<file path="src/rtl/bffla_pkg.sv">
// Shared types and constants of the best-fit free-list allocator.
package bffla_pkg;

    localparam int ADDR_BITS_DEF       = 20;
    localparam int FREE_SLOTS_DEF      = 32;
    localparam int LIVE_SLOTS_DEF      = 32;
    localparam int HEADER_BYTES_DEF    = 8;
    localparam int MIN_ALLOC_BYTES_DEF = 16;

    localparam int MIN_ALIGN_LOG2 = 3;
    localparam int MAX_ALIGN_LOG2 = 12;
    localparam int REGION_RESET   = 65536;

    localparam int KIND_W   = 2;
    localparam int ALIGN_W  = 4;
    localparam int STATUS_W = 3;

    typedef enum logic [KIND_W-1:0] {
        KIND_ALLOC = 2'd0,
        KIND_FREE  = 2'd1,
        KIND_RESET = 2'd2,
        KIND_SPARE = 2'd3
    } t_kind;

    typedef enum logic [STATUS_W-1:0] {
        ST_OK      = 3'd0,
        ST_NO_FIT  = 3'd1,
        ST_BAD_REQ = 3'd2,
        ST_UNKNOWN = 3'd3,
        ST_FULL    = 3'd4
    } t_status;

    typedef enum logic [3:0] {
        S_INIT,
        S_IDLE,
        S_ALC_SCAN,
        S_ALC_COMMIT,
        S_SHIFT,
        S_FRE_LOOK,
        S_FRE_FINDP,
        S_FRE_DECIDE,
        S_FRE_INS,
        S_DONE
    } t_state;

endpackage

</file>
<file path="src/rtl/bffla_ram.sv">
// Generic single-write, single-read RAM with registered read data.
module bffla_ram #(
    parameter int WIDTH = 8,
    parameter int DEPTH = 32
) (
    input  logic                     i_clk,
    input  logic                     i_we,
    input  logic [$clog2(DEPTH)-1:0] i_wr_addr,
    input  logic [WIDTH-1:0]         i_wr_data,
    input  logic [$clog2(DEPTH)-1:0] i_rd_addr,
    output logic [WIDTH-1:0]         o_rd_data
);

    logic [WIDTH-1:0] r_mem [DEPTH];
    logic [WIDTH-1:0] r_rd_data;

    always_ff @(posedge i_clk) begin
        if (i_we) begin
            r_mem[i_wr_addr] <= i_wr_data;
        end
        r_rd_data <= r_mem[i_rd_addr];
    end

    assign o_rd_data = r_rd_data;

endmodule

</file>
<file path="src/rtl/best_fit_free_list_allocator.sv">
// Best-fit free-list allocator with address-ordered free table and coalescing.
//
//  channel  | direction | handshake               | payload
//  ---------+-----------+-------------------------+-------------------------------------------
//  in       | input     | i_in_valid / o_in_stall | i_kind, i_request_size, i_align_log2,
//           |           |                         | i_address
//  out      | output    | o_out_valid/i_out_stall | o_status, o_data_offset, o_block_bytes,
//           |           |                         | o_used_bytes, o_peak_bytes
//  cfg      | input     | i_cfg_wr_en             | i_cfg_wr_data (region size)
//
// One transaction is worked on at a time. An allocate runs the best-fit scan, then one
// commit state and one finish state; an exact fit adds a shift of the free table to close
// the gap. A free runs the live-table lookup, the neighbor search and one decide state,
// then, where needed, a shift and one more state to insert a new segment. Reset
// (synchronous) and a reset transaction each write free entry 0. A finished result waits
// in the output register while stalled.
module best_fit_free_list_allocator
#(
    parameter int ADDR_BITS       = bffla_pkg::ADDR_BITS_DEF,
    parameter int FREE_SLOTS      = bffla_pkg::FREE_SLOTS_DEF,
    parameter int LIVE_SLOTS      = bffla_pkg::LIVE_SLOTS_DEF,
    parameter int HEADER_BYTES    = bffla_pkg::HEADER_BYTES_DEF,
    parameter int MIN_ALLOC_BYTES = bffla_pkg::MIN_ALLOC_BYTES_DEF
) (
    input  logic                            i_clk,
    input  logic                            i_rst_n,
    input  logic                            i_cfg_wr_en,
    input  logic [ADDR_BITS:0]              i_cfg_wr_data,
    input  logic                            i_in_valid,
    output logic                            o_in_stall,
    input  logic [bffla_pkg::KIND_W-1:0]    i_kind,
    input  logic [ADDR_BITS:0]              i_request_size,
    input  logic [bffla_pkg::ALIGN_W-1:0]   i_align_log2,
    input  logic [ADDR_BITS-1:0]            i_address,
    output logic                            o_out_valid,
    input  logic                            i_out_stall,
    output logic [bffla_pkg::STATUS_W-1:0]  o_status,
    output logic [ADDR_BITS-1:0]            o_data_offset,
    output logic [ADDR_BITS:0]              o_block_bytes,
    output logic [ADDR_BITS:0]              o_used_bytes,
    output logic [ADDR_BITS:0]              o_peak_bytes
);
    import bffla_pkg::*;

    localparam int AW    = ADDR_BITS;
    localparam int SW    = ADDR_BITS + 1;
    localparam int CW    = ((SW > 13) ? SW : 13) + 2;
    localparam int FIW   = $clog2(FREE_SLOTS);
    localparam int LIW   = $clog2(LIVE_SLOTS);
    localparam int CNTW  = $clog2(FREE_SLOTS + 1);
    localparam int PW    = $clog2(((FREE_SLOTS > LIVE_SLOTS) ? FREE_SLOTS : LIVE_SLOTS) + 1);
    localparam int FE_W  = AW + SW;
    localparam int LE_W  = AW + AW + SW;

    // Control registers
    t_state              r_state, n_state;
    logic [SW-1:0]       r_region;
    logic [CNTW-1:0]     r_free_cnt, n_free_cnt;
    logic [LIVE_SLOTS-1:0] r_live_vld, n_live_vld;
    logic [SW-1:0]       r_used, n_used;
    logic [SW-1:0]       r_peak, n_peak;
    logic                r_out_valid, n_out_valid;
    logic                r_v1, n_v1;
    logic                r_v2, n_v2;
    logic                r_v3, n_v3;
    logic                r_from_item, n_from_item;

    // Working registers
    logic [SW-1:0]       r_size, n_size;
    logic [CW-1:0]       r_amask, n_amask;
    logic [AW-1:0]       r_addr, n_addr;
    logic [PW-1:0]       r_ptr, n_ptr;
    logic [PW-1:0]       r_ridx, n_ridx;
    logic [PW-1:0]       r_left, n_left;
    logic                r_up, n_up;
    logic [FIW-1:0]      r_s2_idx, n_s2_idx;
    logic [AW-1:0]       r_s2_base, n_s2_base;
    logic [SW-1:0]       r_s2_len, n_s2_len;
    logic [CW-1:0]       r_s2_align, n_s2_align;
    logic [FIW-1:0]      r_s3_idx, n_s3_idx;
    logic [AW-1:0]       r_s3_base, n_s3_base;
    logic [SW-1:0]       r_s3_len, n_s3_len;
    logic [CW-1:0]       r_s3_align, n_s3_align;
    logic [CW-1:0]       r_s3_need, n_s3_need;
    logic                r_found, n_found;
    logic [FIW-1:0]      r_b_idx, n_b_idx;
    logic [AW-1:0]       r_b_base, n_b_base;
    logic [AW-1:0]       r_b_align, n_b_align;
    logic [SW-1:0]       r_b_need, n_b_need;
    logic [SW-1:0]       r_b_rest, n_b_rest;
    logic [LIW-1:0]      r_slot, n_slot;
    logic [AW-1:0]       r_blk_base, n_blk_base;
    logic [SW-1:0]       r_blk_len, n_blk_len;
    logic                r_pdone, n_pdone;
    logic                r_have_prev, n_have_prev;
    logic                r_have_next, n_have_next;
    logic [CNTW-1:0]     r_p, n_p;
    logic [AW-1:0]       r_prev_base, n_prev_base;
    logic [SW-1:0]       r_prev_len, n_prev_len;
    logic [AW-1:0]       r_next_base, n_next_base;
    logic [SW-1:0]       r_next_len, n_next_len;
    t_status             r_res_status, n_res_status;
    logic [AW-1:0]       r_res_offset, n_res_offset;
    logic [SW-1:0]       r_res_bytes, n_res_bytes;
    t_status             r_o_status, n_o_status;
    logic [AW-1:0]       r_o_offset, n_o_offset;
    logic [SW-1:0]       r_o_bytes, n_o_bytes;
    logic [SW-1:0]       r_o_used, n_o_used;
    logic [SW-1:0]       r_o_peak, n_o_peak;

    // RAM ports
    logic                fr_we;
    logic [FIW-1:0]      fr_wa, fr_ra;
    logic [FE_W-1:0]     fr_wd, fr_rd;
    logic                lv_we;
    logic [LIW-1:0]      lv_wa, lv_ra;
    logic [LE_W-1:0]     lv_wd, lv_rd;

    // Datapath helpers
    logic [SW-1:0]       c_span, c_clip;
    logic [AW-1:0]       c_fr_base;
    logic [SW-1:0]       c_fr_len;
    logic [AW-1:0]       c_lv_off, c_lv_base;
    logic [SW-1:0]       c_lv_len;
    logic [CW-1:0]       c_align;
    logic [CW-1:0]       c_need;
    logic                c_fit;
    logic [SW-1:0]       c_rest;
    logic                c_join_prev, c_join_next;
    logic [SW-1:0]       c_used_sub;
    logic [SW-1:0]       c_peak_max;
    logic                c_slot_avail;
    logic [LIW-1:0]      c_free_slot;
    logic                c_bad_req;
    logic [CW-1:0]       c_amask;
    logic                c_issue;

    bffla_ram #(.WIDTH(FE_W), .DEPTH(FREE_SLOTS)) u_free_ram (
        .i_clk     (i_clk),
        .i_we      (fr_we),
        .i_wr_addr (fr_wa),
        .i_wr_data (fr_wd),
        .i_rd_addr (fr_ra),
        .o_rd_data (fr_rd)
    );

    bffla_ram #(.WIDTH(LE_W), .DEPTH(LIVE_SLOTS)) u_live_ram (
        .i_clk     (i_clk),
        .i_we      (lv_we),
        .i_wr_addr (lv_wa),
        .i_wr_data (lv_wd),
        .i_rd_addr (lv_ra),
        .o_rd_data (lv_rd)
    );

    assign c_span = SW'(1) << AW;
    assign c_clip = (r_region > c_span) ? c_span : r_region;

    assign c_fr_base = fr_rd[FE_W-1 -: AW];
    assign c_fr_len  = fr_rd[SW-1:0];
    assign c_lv_off  = lv_rd[LE_W-1 -: AW];
    assign c_lv_base = lv_rd[SW+AW-1 -: AW];
    assign c_lv_len  = lv_rd[SW-1:0];

    // Best-fit pipeline: aligned data offset, then block size, then fit and leftover.
    assign c_align = (CW'(c_fr_base) + CW'(HEADER_BYTES) + r_amask) & ~r_amask;
    assign c_need  = CW'(r_size) + r_s2_align - CW'(r_s2_base);
    assign c_fit   = CW'(r_s3_len) >= r_s3_need;
    assign c_rest  = r_s3_len - SW'(r_s3_need);

    assign c_join_prev = r_have_prev &&
                         ((SW'(r_prev_base) + r_prev_len) == SW'(r_blk_base));
    assign c_join_next = r_have_next &&
                         ((SW'(r_blk_base) + r_blk_len) == SW'(r_next_base));
    assign c_used_sub  = (r_used >= r_blk_len) ? (r_used - r_blk_len) : '0;
    assign c_peak_max  = (r_used > r_peak) ? r_used : r_peak;

    assign c_bad_req = (i_request_size < SW'(MIN_ALLOC_BYTES)) ||
                       (i_align_log2 > ALIGN_W'(MAX_ALIGN_LOG2));
    assign c_amask   = (i_align_log2 < ALIGN_W'(MIN_ALIGN_LOG2)) ?
                       ((CW'(1) << MIN_ALIGN_LOG2) - CW'(1)) :
                       ((CW'(1) << i_align_log2) - CW'(1));

    // Lowest free live slot.
    always_comb begin
        c_slot_avail = 1'b0;
        c_free_slot  = '0;
        for (int k = LIVE_SLOTS - 1; k >= 0; k--) begin
            if (!r_live_vld[k]) begin
                c_slot_avail = 1'b1;
                c_free_slot  = LIW'(k);
            end
        end
    end

    always_comb begin
        n_state      = r_state;
        n_free_cnt   = r_free_cnt;
        n_live_vld   = r_live_vld;
        n_used       = r_used;
        n_peak       = r_peak;
        n_out_valid  = r_out_valid && i_out_stall;
        n_v1         = 1'b0;
        n_v2         = 1'b0;
        n_v3         = 1'b0;
        n_from_item  = r_from_item;
        n_size       = r_size;
        n_amask      = r_amask;
        n_addr       = r_addr;
        n_ptr        = r_ptr;
        n_ridx       = r_ptr;
        n_left       = r_left;
        n_up         = r_up;
        n_s2_idx     = r_ridx[FIW-1:0];
        n_s2_base    = c_fr_base;
        n_s2_len     = c_fr_len;
        n_s2_align   = c_align;
        n_s3_idx     = r_s2_idx;
        n_s3_base    = r_s2_base;
        n_s3_len     = r_s2_len;
        n_s3_align   = r_s2_align;
        n_s3_need    = c_need;
        n_found      = r_found;
        n_b_idx      = r_b_idx;
        n_b_base     = r_b_base;
        n_b_align    = r_b_align;
        n_b_need     = r_b_need;
        n_b_rest     = r_b_rest;
        n_slot       = r_slot;
        n_blk_base   = r_blk_base;
        n_blk_len    = r_blk_len;
        n_pdone      = r_pdone;
        n_have_prev  = r_have_prev;
        n_have_next  = r_have_next;
        n_p          = r_p;
        n_prev_base  = r_prev_base;
        n_prev_len   = r_prev_len;
        n_next_base  = r_next_base;
        n_next_len   = r_next_len;
        n_res_status = r_res_status;
        n_res_offset = r_res_offset;
        n_res_bytes  = r_res_bytes;
        n_o_status   = r_o_status;
        n_o_offset   = r_o_offset;
        n_o_bytes    = r_o_bytes;
        n_o_used     = r_o_used;
        n_o_peak     = r_o_peak;
        fr_we        = 1'b0;
        fr_wa        = '0;
        fr_wd        = '0;
        fr_ra        = r_ptr[FIW-1:0];
        lv_we        = 1'b0;
        lv_wa        = c_free_slot;
        lv_wd        = {r_b_align, r_b_base, r_b_need};
        lv_ra        = r_ptr[LIW-1:0];
        c_issue      = 1'b0;

        unique case (r_state)
            S_INIT: begin
                fr_we        = 1'b1;
                fr_wa        = '0;
                fr_wd        = {AW'(0), c_clip};
                n_free_cnt   = (c_clip != '0) ? CNTW'(1) : '0;
                n_live_vld   = '0;
                n_used       = '0;
                n_peak       = '0;
                n_res_status = ST_OK;
                n_res_offset = '0;
                n_res_bytes  = '0;
                n_state      = r_from_item ? S_DONE : S_IDLE;
            end
            S_IDLE: begin
                if (i_in_valid) begin
                    n_size       = i_request_size;
                    n_addr       = i_address;
                    n_amask      = c_amask;
                    n_ptr        = '0;
                    n_found      = 1'b0;
                    n_pdone      = 1'b0;
                    n_have_prev  = 1'b0;
                    n_have_next  = 1'b0;
                    n_p          = '0;
                    n_res_status = ST_OK;
                    n_res_offset = '0;
                    n_res_bytes  = '0;
                    unique case (t_kind'(i_kind))
                        KIND_ALLOC: begin
                            if (c_bad_req) begin
                                n_res_status = ST_BAD_REQ;
                                n_state      = S_DONE;
                            end else begin
                                n_state = S_ALC_SCAN;
                            end
                        end
                        KIND_FREE: begin
                            n_state = S_FRE_LOOK;
                        end
                        KIND_RESET: begin
                            n_from_item = 1'b1;
                            n_state     = S_INIT;
                        end
                        KIND_SPARE: begin
                            n_state = S_DONE;
                        end
                        default: begin
                            n_state = S_DONE;
                        end
                    endcase
                end
            end
            S_ALC_SCAN: begin
                c_issue = r_ptr < PW'(r_free_cnt);
                if (c_issue) begin
                    n_ptr = r_ptr + PW'(1);
                    n_v1  = 1'b1;
                end
                n_v2 = r_v1;
                n_v3 = r_v2;
                if (r_v3 && c_fit && (!r_found || (c_rest < r_b_rest))) begin
                    n_found   = 1'b1;
                    n_b_idx   = r_s3_idx;
                    n_b_base  = r_s3_base;
                    n_b_align = AW'(r_s3_align);
                    n_b_need  = SW'(r_s3_need);
                    n_b_rest  = c_rest;
                end
                if (!c_issue && !r_v1 && !r_v2 && !r_v3) begin
                    n_state = S_ALC_COMMIT;
                end
            end
            S_ALC_COMMIT: begin
                if (!r_found) begin
                    n_res_status = ST_NO_FIT;
                    n_state      = S_DONE;
                end else if (!c_slot_avail) begin
                    n_res_status = ST_FULL;
                    n_state      = S_DONE;
                end else begin
                    lv_we                   = 1'b1;
                    n_live_vld[c_free_slot] = 1'b1;
                    n_used                  = r_used + r_b_need;
                    n_res_offset            = r_b_align;
                    n_res_bytes             = r_b_need;
                    if (r_b_rest != '0) begin
                        fr_we   = 1'b1;
                        fr_wa   = r_b_idx;
                        fr_wd   = {r_b_base + AW'(r_b_need), r_b_rest};
                        n_state = S_DONE;
                    end else begin
                        // Exact fit: close the gap left by the used segment.
                        n_ptr   = PW'(r_b_idx) + PW'(1);
                        n_left  = PW'(r_free_cnt) - PW'(r_b_idx) - PW'(1);
                        n_up    = 1'b0;
                        n_state = S_SHIFT;
                    end
                end
            end
            S_SHIFT: begin
                c_issue = r_left != '0;
                if (c_issue) begin
                    n_v1   = 1'b1;
                    n_left = r_left - PW'(1);
                    n_ptr  = r_up ? (r_ptr - PW'(1)) : (r_ptr + PW'(1));
                end
                if (r_v1) begin
                    fr_we = 1'b1;
                    fr_wa = r_up ? FIW'(r_ridx + PW'(1)) : FIW'(r_ridx - PW'(1));
                    fr_wd = fr_rd;
                end
                if (!c_issue && !r_v1) begin
                    if (r_up) begin
                        n_state = S_FRE_INS;
                    end else begin
                        n_free_cnt = r_free_cnt - CNTW'(1);
                        n_state    = S_DONE;
                    end
                end
            end
            S_FRE_LOOK: begin
                c_issue = (r_ptr < PW'(LIVE_SLOTS)) && !r_found;
                if (c_issue) begin
                    n_ptr = r_ptr + PW'(1);
                    n_v1  = 1'b1;
                end
                if (r_v1 && !r_found && r_live_vld[r_ridx[LIW-1:0]] && (c_lv_off == r_addr)) begin
                    n_found    = 1'b1;
                    n_slot     = r_ridx[LIW-1:0];
                    n_blk_base = c_lv_base;
                    n_blk_len  = c_lv_len;
                end
                if (!c_issue && !r_v1) begin
                    if (r_found) begin
                        n_ptr   = '0;
                        n_state = S_FRE_FINDP;
                    end else begin
                        n_res_status = ST_UNKNOWN;
                        n_state      = S_DONE;
                    end
                end
            end
            S_FRE_FINDP: begin
                c_issue = (r_ptr < PW'(r_free_cnt)) && !r_pdone;
                if (c_issue) begin
                    n_ptr = r_ptr + PW'(1);
                    n_v1  = 1'b1;
                end
                if (r_v1 && !r_pdone) begin
                    if (c_fr_base < r_blk_base) begin
                        n_have_prev = 1'b1;
                        n_prev_base = c_fr_base;
                        n_prev_len  = c_fr_len;
                        n_p         = CNTW'(r_ridx + PW'(1));
                    end else begin
                        n_pdone     = 1'b1;
                        n_have_next = 1'b1;
                        n_next_base = c_fr_base;
                        n_next_len  = c_fr_len;
                        n_p         = CNTW'(r_ridx);
                    end
                end
                if (!c_issue && !r_v1) begin
                    n_state = S_FRE_DECIDE;
                end
            end
            S_FRE_DECIDE: begin
                if (c_join_prev || c_join_next || (r_free_cnt < CNTW'(FREE_SLOTS))) begin
                    n_live_vld[r_slot] = 1'b0;
                    n_used             = c_used_sub;
                    n_res_bytes        = r_blk_len;
                end
                if (c_join_prev && c_join_next) begin
                    fr_we   = 1'b1;
                    fr_wa   = FIW'(r_p - CNTW'(1));
                    fr_wd   = {r_prev_base, r_prev_len + r_blk_len + r_next_len};
                    n_ptr   = PW'(r_p) + PW'(1);
                    n_left  = PW'(r_free_cnt) - PW'(r_p) - PW'(1);
                    n_up    = 1'b0;
                    n_state = S_SHIFT;
                end else if (c_join_prev) begin
                    fr_we   = 1'b1;
                    fr_wa   = FIW'(r_p - CNTW'(1));
                    fr_wd   = {r_prev_base, r_prev_len + r_blk_len};
                    n_state = S_DONE;
                end else if (c_join_next) begin
                    fr_we   = 1'b1;
                    fr_wa   = FIW'(r_p);
                    fr_wd   = {r_blk_base, r_blk_len + r_next_len};
                    n_state = S_DONE;
                end else if (r_free_cnt < CNTW'(FREE_SLOTS)) begin
                    // Open a slot at the insert point, moving the tail up one entry.
                    n_ptr   = PW'(r_free_cnt) - PW'(1);
                    n_left  = PW'(r_free_cnt) - PW'(r_p);
                    n_up    = 1'b1;
                    n_state = S_SHIFT;
                end else begin
                    n_res_status = ST_FULL;
                    n_state      = S_DONE;
                end
            end
            S_FRE_INS: begin
                fr_we      = 1'b1;
                fr_wa      = FIW'(r_p);
                fr_wd      = {r_blk_base, r_blk_len};
                n_free_cnt = r_free_cnt + CNTW'(1);
                n_state    = S_DONE;
            end
            S_DONE: begin
                if (!r_out_valid || !i_out_stall) begin
                    n_out_valid = 1'b1;
                    n_peak      = c_peak_max;
                    n_o_status  = r_res_status;
                    n_o_offset  = r_res_offset;
                    n_o_bytes   = r_res_bytes;
                    n_o_used    = r_used;
                    n_o_peak    = c_peak_max;
                    n_state     = S_IDLE;
                end
            end
            default: begin
                n_state = S_IDLE;
            end
        endcase
    end

    always_ff @(posedge i_clk) begin
        if (!i_rst_n) begin
            r_state     <= S_INIT;
            r_region    <= SW'(REGION_RESET);
            r_free_cnt  <= CNTW'(1);
            r_live_vld  <= '0;
            r_used      <= '0;
            r_peak      <= '0;
            r_out_valid <= 1'b0;
            r_v1        <= 1'b0;
            r_v2        <= 1'b0;
            r_v3        <= 1'b0;
            r_from_item <= 1'b0;
        end else begin
            r_state     <= n_state;
            if (i_cfg_wr_en) begin
                r_region <= i_cfg_wr_data;
            end
            r_free_cnt  <= n_free_cnt;
            r_live_vld  <= n_live_vld;
            r_used      <= n_used;
            r_peak      <= n_peak;
            r_out_valid <= n_out_valid;
            r_v1        <= n_v1;
            r_v2        <= n_v2;
            r_v3        <= n_v3;
            r_from_item <= n_from_item;
        end
    end

    always_ff @(posedge i_clk) begin
        r_size       <= n_size;
        r_amask      <= n_amask;
        r_addr       <= n_addr;
        r_ptr        <= n_ptr;
        r_ridx       <= n_ridx;
        r_left       <= n_left;
        r_up         <= n_up;
        r_s2_idx     <= n_s2_idx;
        r_s2_base    <= n_s2_base;
        r_s2_len     <= n_s2_len;
        r_s2_align   <= n_s2_align;
        r_s3_idx     <= n_s3_idx;
        r_s3_base    <= n_s3_base;
        r_s3_len     <= n_s3_len;
        r_s3_align   <= n_s3_align;
        r_s3_need    <= n_s3_need;
        r_found      <= n_found;
        r_b_idx      <= n_b_idx;
        r_b_base     <= n_b_base;
        r_b_align    <= n_b_align;
        r_b_need     <= n_b_need;
        r_b_rest     <= n_b_rest;
        r_slot       <= n_slot;
        r_blk_base   <= n_blk_base;
        r_blk_len    <= n_blk_len;
        r_pdone      <= n_pdone;
        r_have_prev  <= n_have_prev;
        r_have_next  <= n_have_next;
        r_p          <= n_p;
        r_prev_base  <= n_prev_base;
        r_prev_len   <= n_prev_len;
        r_next_base  <= n_next_base;
        r_next_len   <= n_next_len;
        r_res_status <= n_res_status;
        r_res_offset <= n_res_offset;
        r_res_bytes  <= n_res_bytes;
        r_o_status   <= n_o_status;
        r_o_offset   <= n_o_offset;
        r_o_bytes    <= n_o_bytes;
        r_o_used     <= n_o_used;
        r_o_peak     <= n_o_peak;
    end

    assign o_in_stall    = (r_state != S_IDLE);
    assign o_out_valid   = r_out_valid;
    assign o_status      = r_o_status;
    assign o_data_offset = r_o_offset;
    assign o_block_bytes = r_o_bytes;
    assign o_used_bytes  = r_o_used;
    assign o_peak_bytes  = r_o_peak;

`ifndef SYNTHESIS
    a_free_cnt_bound: assert property (@(posedge i_clk) disable iff (!i_rst_n)
        r_free_cnt <= CNTW'(FREE_SLOTS))
        else $error("free segment count exceeds the table size");

    a_used_le_peak: assert property (@(posedge i_clk) disable iff (!i_rst_n)
        (r_state == S_IDLE) |-> (r_used <= r_peak))
        else $error("used bytes above peak while idle");

    a_pipe_empty: assert property (@(posedge i_clk) disable iff (!i_rst_n)
        (r_state == S_IDLE) |-> (!r_v1 && !r_v2 && !r_v3))
        else $error("read pipeline busy while idle");

    a_result_from_done: assert property (@(posedge i_clk) disable iff (!i_rst_n)
        $rose(r_out_valid) |-> $past(r_state == S_DONE))
        else $error("result presented outside the finish state");
`endif

endmodule

</file>
<file path="config.mk">
export PLATFORM = sky130hd
export DESIGN_NAME = best_fit_free_list_allocator
export DESIGN_NICKNAME = d
export VERILOG_FILES = /design/src/rtl/bffla_pkg.sv /design/src/rtl/bffla_ram.sv /design/src/rtl/best_fit_free_list_allocator.sv
export SDC_FILE = /design/constraint.sdc
export NUM_CORES = 2
export LEC_CHECK = 0
export BUFFER_PORTS_ARGS = -buffer_cell sky130_fd_sc_hd__buf_4
export CAP_MARGIN = 15
export CELL_PAD_IN_SITES_DETAIL_PLACEMENT = 1
export CELL_PAD_IN_SITES_GLOBAL_PLACEMENT = 2
export CORE_UTILIZATION = 40
export DETAILED_ROUTE_END_ITERATION = 10
export GPL_TIMING_DRIVEN = 0
export PLACE_DENSITY_LB_ADDON = 0.1
export SYNTH_ARGS = -nofsm -noshare
export SYNTH_HDL_FRONTEND = slang
export SYNTH_HIERARCHICAL = 1
export SYNTH_SLANG_ARGS = --single-unit
export TNS_END_PERCENT = 100
</file>
<file path="constraint.sdc">
create_clock -name i_clk -period 20.1 [get_ports i_clk]
set_input_delay 2.01 -clock i_clk [delete_from_list [all_inputs] [get_ports i_clk]]
set_output_delay 2.01 -clock i_clk [all_outputs]
set_load 0.05 [all_outputs]
</file>
* Word-level counts from Yosys, hierarchy flattened
Memory sizes are Yosys's and may differ from the RTL's. A register that Yosys moved wholly into a read port is not among the register bits.
Index checks and enable logic that the tools add are counted.
Widths: inputs -> output; s select.
** Operators by class
- Add/subtract/negate cells :: 28
- Bitwise gates (word level) :: 6
- Multiplexer cells :: 212
- Eq/ne operators :: 44
- Shift operators :: 1
- Reductions and logical operators :: 75
- Order comparisons :: 17
** Operator list (count)
- $mux 41 :: 7
- $mux 21 :: 11
- $pmux 41 s5 :: 1
- $mux 5 :: 40
- $mux 6 :: 27
- $mux 32 :: 3
- $pmux 32 s3 :: 1
- $add 21x21->21 :: 4
- $pmux 21 s4 :: 1
- $mux 1 :: 71
- $mux 4 :: 16
- $pmux 21 s3 :: 1
- $mux 20 :: 3
- $pmux 20 s3 :: 1
- $ne 2x2->1 const B :: 24
- $add 21x23->23 :: 2
- $add 20x21->21 :: 2
- $eq 21x20->1 :: 2
- $pmux 21 s2 :: 1
- $pmux 6 s7 :: 1
- $reduce_bool 21->1 :: 2
- $sub 21x21->21 :: 2
- $pmux 4 s10 :: 1
- $pmux 6 s3 :: 2
- 71 further kinds :: 157
** Storage, ports and cells
- Input port bits :: 73
- Output and inout port bits :: 88
- Register bits after elaboration :: 705
- Memories kept :: 2
- RAM bits :: 3264
** Memories
- u_live_ram.r_mem :: depth 32, width 61, read ports 1, clocked after Yosys merged registers in 1, write ports 1, RTL line bffla_ram.sv:14 : logic [WIDTH-1:0] r_mem [DEPTH];
- u_free_ram.r_mem :: depth 32, width 41, read ports 1, clocked after Yosys merged registers in 1, write ports 1, RTL line bffla_ram.sv:14

* Longest topological paths before layout
- Depth after elaboration :: 40
- Gate-level depth with buffers :: 22
- Gate-level depth less buffers :: 22

* Modules after synthesis
The synthesis kept the hierarchy.
** By module, submodules not included
- bffla_ram (u_live_ram) :: times used 1, cells each 4262, seq. area each 59837.4 um^2, area each 77206.5 um^2
- bffla_ram (u_free_ram) :: times used 1, cells each 2883, seq. area each 40218.6 um^2, area each 51789.7 um^2
- best_fit_free_list_allocator :: times used 1, cells each 3987, seq. area each 18427.7 um^2, area each 40407.5 um^2

* Worst setup path after synthesis
No wires, ideal clock.
- Path kind :: in2reg
- Start :: input port i_out_stall
- End :: register r_peak[0]
- Setup time :: 0.117 ns
- Slack :: 12.715 ns
- Stages :: 5
- Arrival time :: 7.268 ns
- Cells stage by stage :: a21oi_1 > inv_1 > o211a_1 > clkbuf_1 > a22o_1
** On the way
- Word-level cells in the longest chain between the ends :: 4
** RTL lines
- start: declaration :: RTL line best_fit_free_list_allocator.sv:36 : input logic i_out_stall,
- $logic_not 1->1 :: RTL line best_fit_free_list_allocator.sv:468 : if (!r_out_valid || !i_out_stall) begin
- $logic_or 1x1->1 :: RTL line best_fit_free_list_allocator.sv:468
- $ne 2x2->1 (no line)
- $reduce_and 2->1 (no line)
- end signal: assignment :: RTL line best_fit_free_list_allocator.sv:506 : r_peak <= n_peak;
- end: declaration :: RTL line best_fit_free_list_allocator.sv:61 : logic [SW-1:0] r_peak, n_peak;
Every way passes these cells.
A chain may end at the register's enable or synchronous reset.

* Worst setup path after layout
- Start :: register r_blk_len[0]
- End :: memory u_free_ram/r_mem[3][23] (netlist name) (enable)
** On the way
- Elaborated cells between the ends (all ways) :: 14
- Those cells by class :: add/sub (1); eq/ne (1); mux (10); reduce/logical (2)
** RTL lines
- start: declaration :: RTL line best_fit_free_list_allocator.sv:93 : logic [SW-1:0] r_blk_len, n_blk_len;
- start signal: assignment :: RTL line best_fit_free_list_allocator.sv:540 : r_blk_len <= n_blk_len;
- $add 20x21->21 * :: RTL line best_fit_free_list_allocator.sv:174 : ((SW'(r_blk_base) + r_blk_len) == SW'(r_next_base));
- $eq 21x20->1 * :: RTL line best_fit_free_list_allocator.sv:174
- $logic_and 1x1->1 * :: RTL line best_fit_free_list_allocator.sv:173 : assign c_join_next = r_have_next &&
- $mux 5 :: RTL line best_fit_free_list_allocator.sv:444 : end else if (c_join_next) begin
- $mux 5 :: RTL line best_fit_free_list_allocator.sv:439 : end else if (c_join_prev) begin
- $mux 5 * :: RTL line best_fit_free_list_allocator.sv:431 : if (c_join_prev && c_join_next) begin
- $pmux 5 s4 * :: RTL line best_fit_free_list_allocator.sv:258 : unique case (r_state)
- via fr_wa[1] :: RTL line best_fit_free_list_allocator.sv:113 : logic [FIW-1:0] fr_wa, fr_ra;
- end: declaration :: RTL line bffla_ram.sv:14
The timed path passes the listed nets; every way through them passes the cells marked *.

==> flow_metrics.py <==
metrics = {
    "yosys": {
        "yosys.area.top_type": "edfxtp_1",
        "synth-async-reset-ratio_pct": 0,
        "ys_types": 98,
        "synth_top_area_share_pct": 65.5,
        "synth.most_common_cell": "edfxtp_1",
        "syn_avg_cell_area_um2": 15.2,
        "synthTopCellsByArea": "edfxtp_1 (65%), mux2i_1 (10%), dfxtp_1 (4.4%), ha_1 (2.5%), a21oi_1 (1.8%)",
        "yosysWarningCount": 6,
        "ys_ff_latch": 4071,
        "ys.flop_type": "edfxtp_1",
        "synth_commonest_cells": "edfxtp_1 (3695), mux2i_1 (1689), a21oi_1 (626)",
        "synth-edff-count": 3695,
        "seq_area_frac_synth_pct": 69.9,
        "syn_area_mm2": 0.169,
        "netlist_instances": 11132,
    },
    "route": {
        "drc_errors": 0,
        "via_per_inst": 5.70,
        "drt_wl_total_um": 576000,
        "detail-route-antenna-nets": 0,
        "vias": 102811,
        "drt_iter0_markers": 9238,
        "post_drt_wl_per_cell_um": 31.9,
        "first_pass_iters": 7,
    },
    "grt": {
        "grt_usage_pct": 26.4,
        "overflow": 0,
        "grt_pass1_vias": 105500,
        "grt_start_max_net_pins": 47,
        "grt_antenna_before_repair": 60,
        "grt_first_pass_wirelength_um": 801000,
    },
    "setup_path": {
        "critPathArrivalTime_ps": 10090,
        "rr_worst_depth": 18,
        "path_class": "flop to flop",
        "reg2reg_from": "r_blk_len[0]",
        "rrSetupSlack_ps": 10600,
        "startpoint_type": "flop",
        "endpoint_kind": "flop",
        "worst_r2r_endpoint": "u_free_ram/r_mem[3][23]",
        "crit_required_ps": 20700,
        "critPathMaxFanout": 22,
    },
    "sta": {
        "timing.hold.ws_ps": 321,
        "setup_tns_ps": 0,
        "hold_viol_final": 0,
        "slew_headroom_pct": 16.7,
        "skew_ps": 88.9,
        "drv_slew": 0,
        "clock.fmax_ghz": 0.105,
        "rsz0062_at_grt": "no",
        "timing.final.crit_share_pct": 47.3,
        "setup_ws_ps": 10600,
        "min_period_ps": 9500,
        "setup_violations": 0,
        "tightest_slew_ps": 1250,
    },
    "min_path": {
        "hold_class": "flop to flop",
        "holdPathEnd": "r_s3_len[19]",
        "hold_path_depth": 0,
        "hold_path_startpoint": "n_s3_len[19]",
    },
    "placed_design": {
        "gp_congestion": 0.872,
        "place_hpwl_um": 418000,
        "dp_slack_ps": 10160,
        "portBuffers": 157,
        "place_area_mm2": 0.184,
    },
    "cts": {
        "clock_sinks": 4071,
        "cts_tree": "done",
        "post_cts_buffers": 0,
        "cts_buffer_depth": 4,
        "cts_root_buf": "clkbuf_16",
        "htreeDepth": 5,
        "cts.clk_slew.worst_paths_ps": 60,
        "hold_buffers": 0,
        "cts_resized": 0,
        "clock_latency_ps": 990,
        "cts_buffers": 438,
    },
    "floorplanning": {
        "die_h_um": 653,
        "die_w_um": 653,
        "ios": 161,
        "start_util_pct": 40.3,
        "core_mm2": 0.421,
        "row_count": 238,
        "dieArea_mm2": 0.426,
    },
    "cells_and_area": {
        "register_area_mm2": 0.118,
        "final_nets": 12439,
        "multiInputGateArea_mm2": 0.0474,
        "drive_gt1_share_pct": 12.2,
        "fin_area_mm2": 0.199,
        "nFillCells": 40705,
        "syn_to_final_growth_pct": 17.4,
    },
    "run": {
        "drv_cap": 0,
    },
    "power_and_ir_drop": {
        "power.leakage_uw": 0.0705,
        "powerDensity_mw_per_mm2": 139,
        "ir_drop_v": 0.0000917,
    },
    "outcome": {
        "status": "completed",
    },
}
[flip-flops by register name, summed over array words and instances, names as in the netlist, 23 cells and up]
name                  count
u_live_ram/r_mem       1952
n_s3_align               23
u_free_ram/r_mem       1312
r_amask                  23
u_live_ram/o_rd_data     61
r_live_vld               32
u_free_ram/o_rd_data     41
r_s3_need                23
[worst max-delay path: stages, from the launching register on]
cell,delay [ps]
edfxtp_1,1090
ha_1,330
inv_1,60
fa_1,450
xnor2_1,260
a2111oi_0,920
nand4_1,230
nor3_1,270
nand4b_1,110
or4_1,450
or4_1,530
buf_2,250
nor3_4,540
buf_2,520
nand2_1,110
o211ai_1,470
nand3_1,1090
nor2_4,1050
buf_12,280
[routing by layer]
layer | global-route usage, % | routed length (µm) | part of all wire [%]
met3 | 3.17 | 30200 | 5.3
met5 | 0 | 0 | 0
met4 | 8.60 | 19700 | 3.4
met2 | 42.5 | 268000 | 46
met1 | 37.2 | 258000 | 45
[report_power, final]
group	total, µW	internal [µW]	switching, µW	leakage (µW)
registers	10500	10000	466	0.0368
clock network	8120	4720	3390	0.00705
logic	9030	3050	5980	0.0267
[kinds of logic after synthesis]
logic type | share of synthesized area (%)
AOI/OAI and AO/OA | 7.55
xor gates and xnor gates | 1.39
adders and majority gates | 2.83
buffers and inverters | 2.50
DFF | 69.9
muxes | 10.3
other | 0.00443
and+or+nand+nor | 5.52
[metrics by stage]
stage | total power [µW] | util (%) | instances
final | 27600 | 47.3 | 18043
after global routing | 28600 | 47.2 | 18028
after CTS | 27800 | 47.1 | 17993
after detailed placement | 19700 | 43.6 | 17177
after global placement | 19300 | 42.2 | 16936
after floorplan | 15700 | - | 11139
[how the worst max path moves through the flow]
stage               depth (start not counted)                       end  slack [ps]      startpoint
CTS                                        17   u_free_ram/r_mem[3][23]       10070    r_blk_len[1]
floorplan                                   5                 r_peak[0]       12720     i_out_stall
finish                                     18   u_free_ram/r_mem[3][23]       10600    r_blk_len[0]
global placement                           13  u_free_ram/r_mem[19][26]        7460    r_blk_len[1]
global route                               16   u_free_ram/r_mem[3][23]       10510  r_prev_base[9]
detailed placement                         17   u_free_ram/r_mem[3][27]       10160    r_blk_len[1]
[area by class of cell]
class                      count  area share (%)
sequential                  4071            59.6
inverter                     292           0.553
antenna                       25          0.0315
clock buffer                 606            6.15
clock inverter               210            1.14
tap                         5640            3.55
timing repair buffer         423            3.54
multi-input combinational   6249            23.9
buffer                       527            1.58
[cells in the final DEF, fill, tap and decap left out, types with 54 or more instances in the layout]
master        n
nor2_1      334
a31oi_1     138
a22o_1      236
mux2i_1    1689
ha_1        332
xnor2_1     176
nor2_4       65
o21ai_0     183
edfxtp_1   3695
a22oi_1     320
nand3_1     407
clkinv_2     72
buf_6        70
inv_1       288
buf_16      100
buf_4       241
nand2_1     522
clkinv_1     62
nor3_1      251
clkbuf_16   453
dfxtp_1     376
a21o_1       54
clkbuf_1    346
buf_2        98
a21oi_1     624
xor2_1       91
buf_12      135
(Power assumes the default switching activity.)
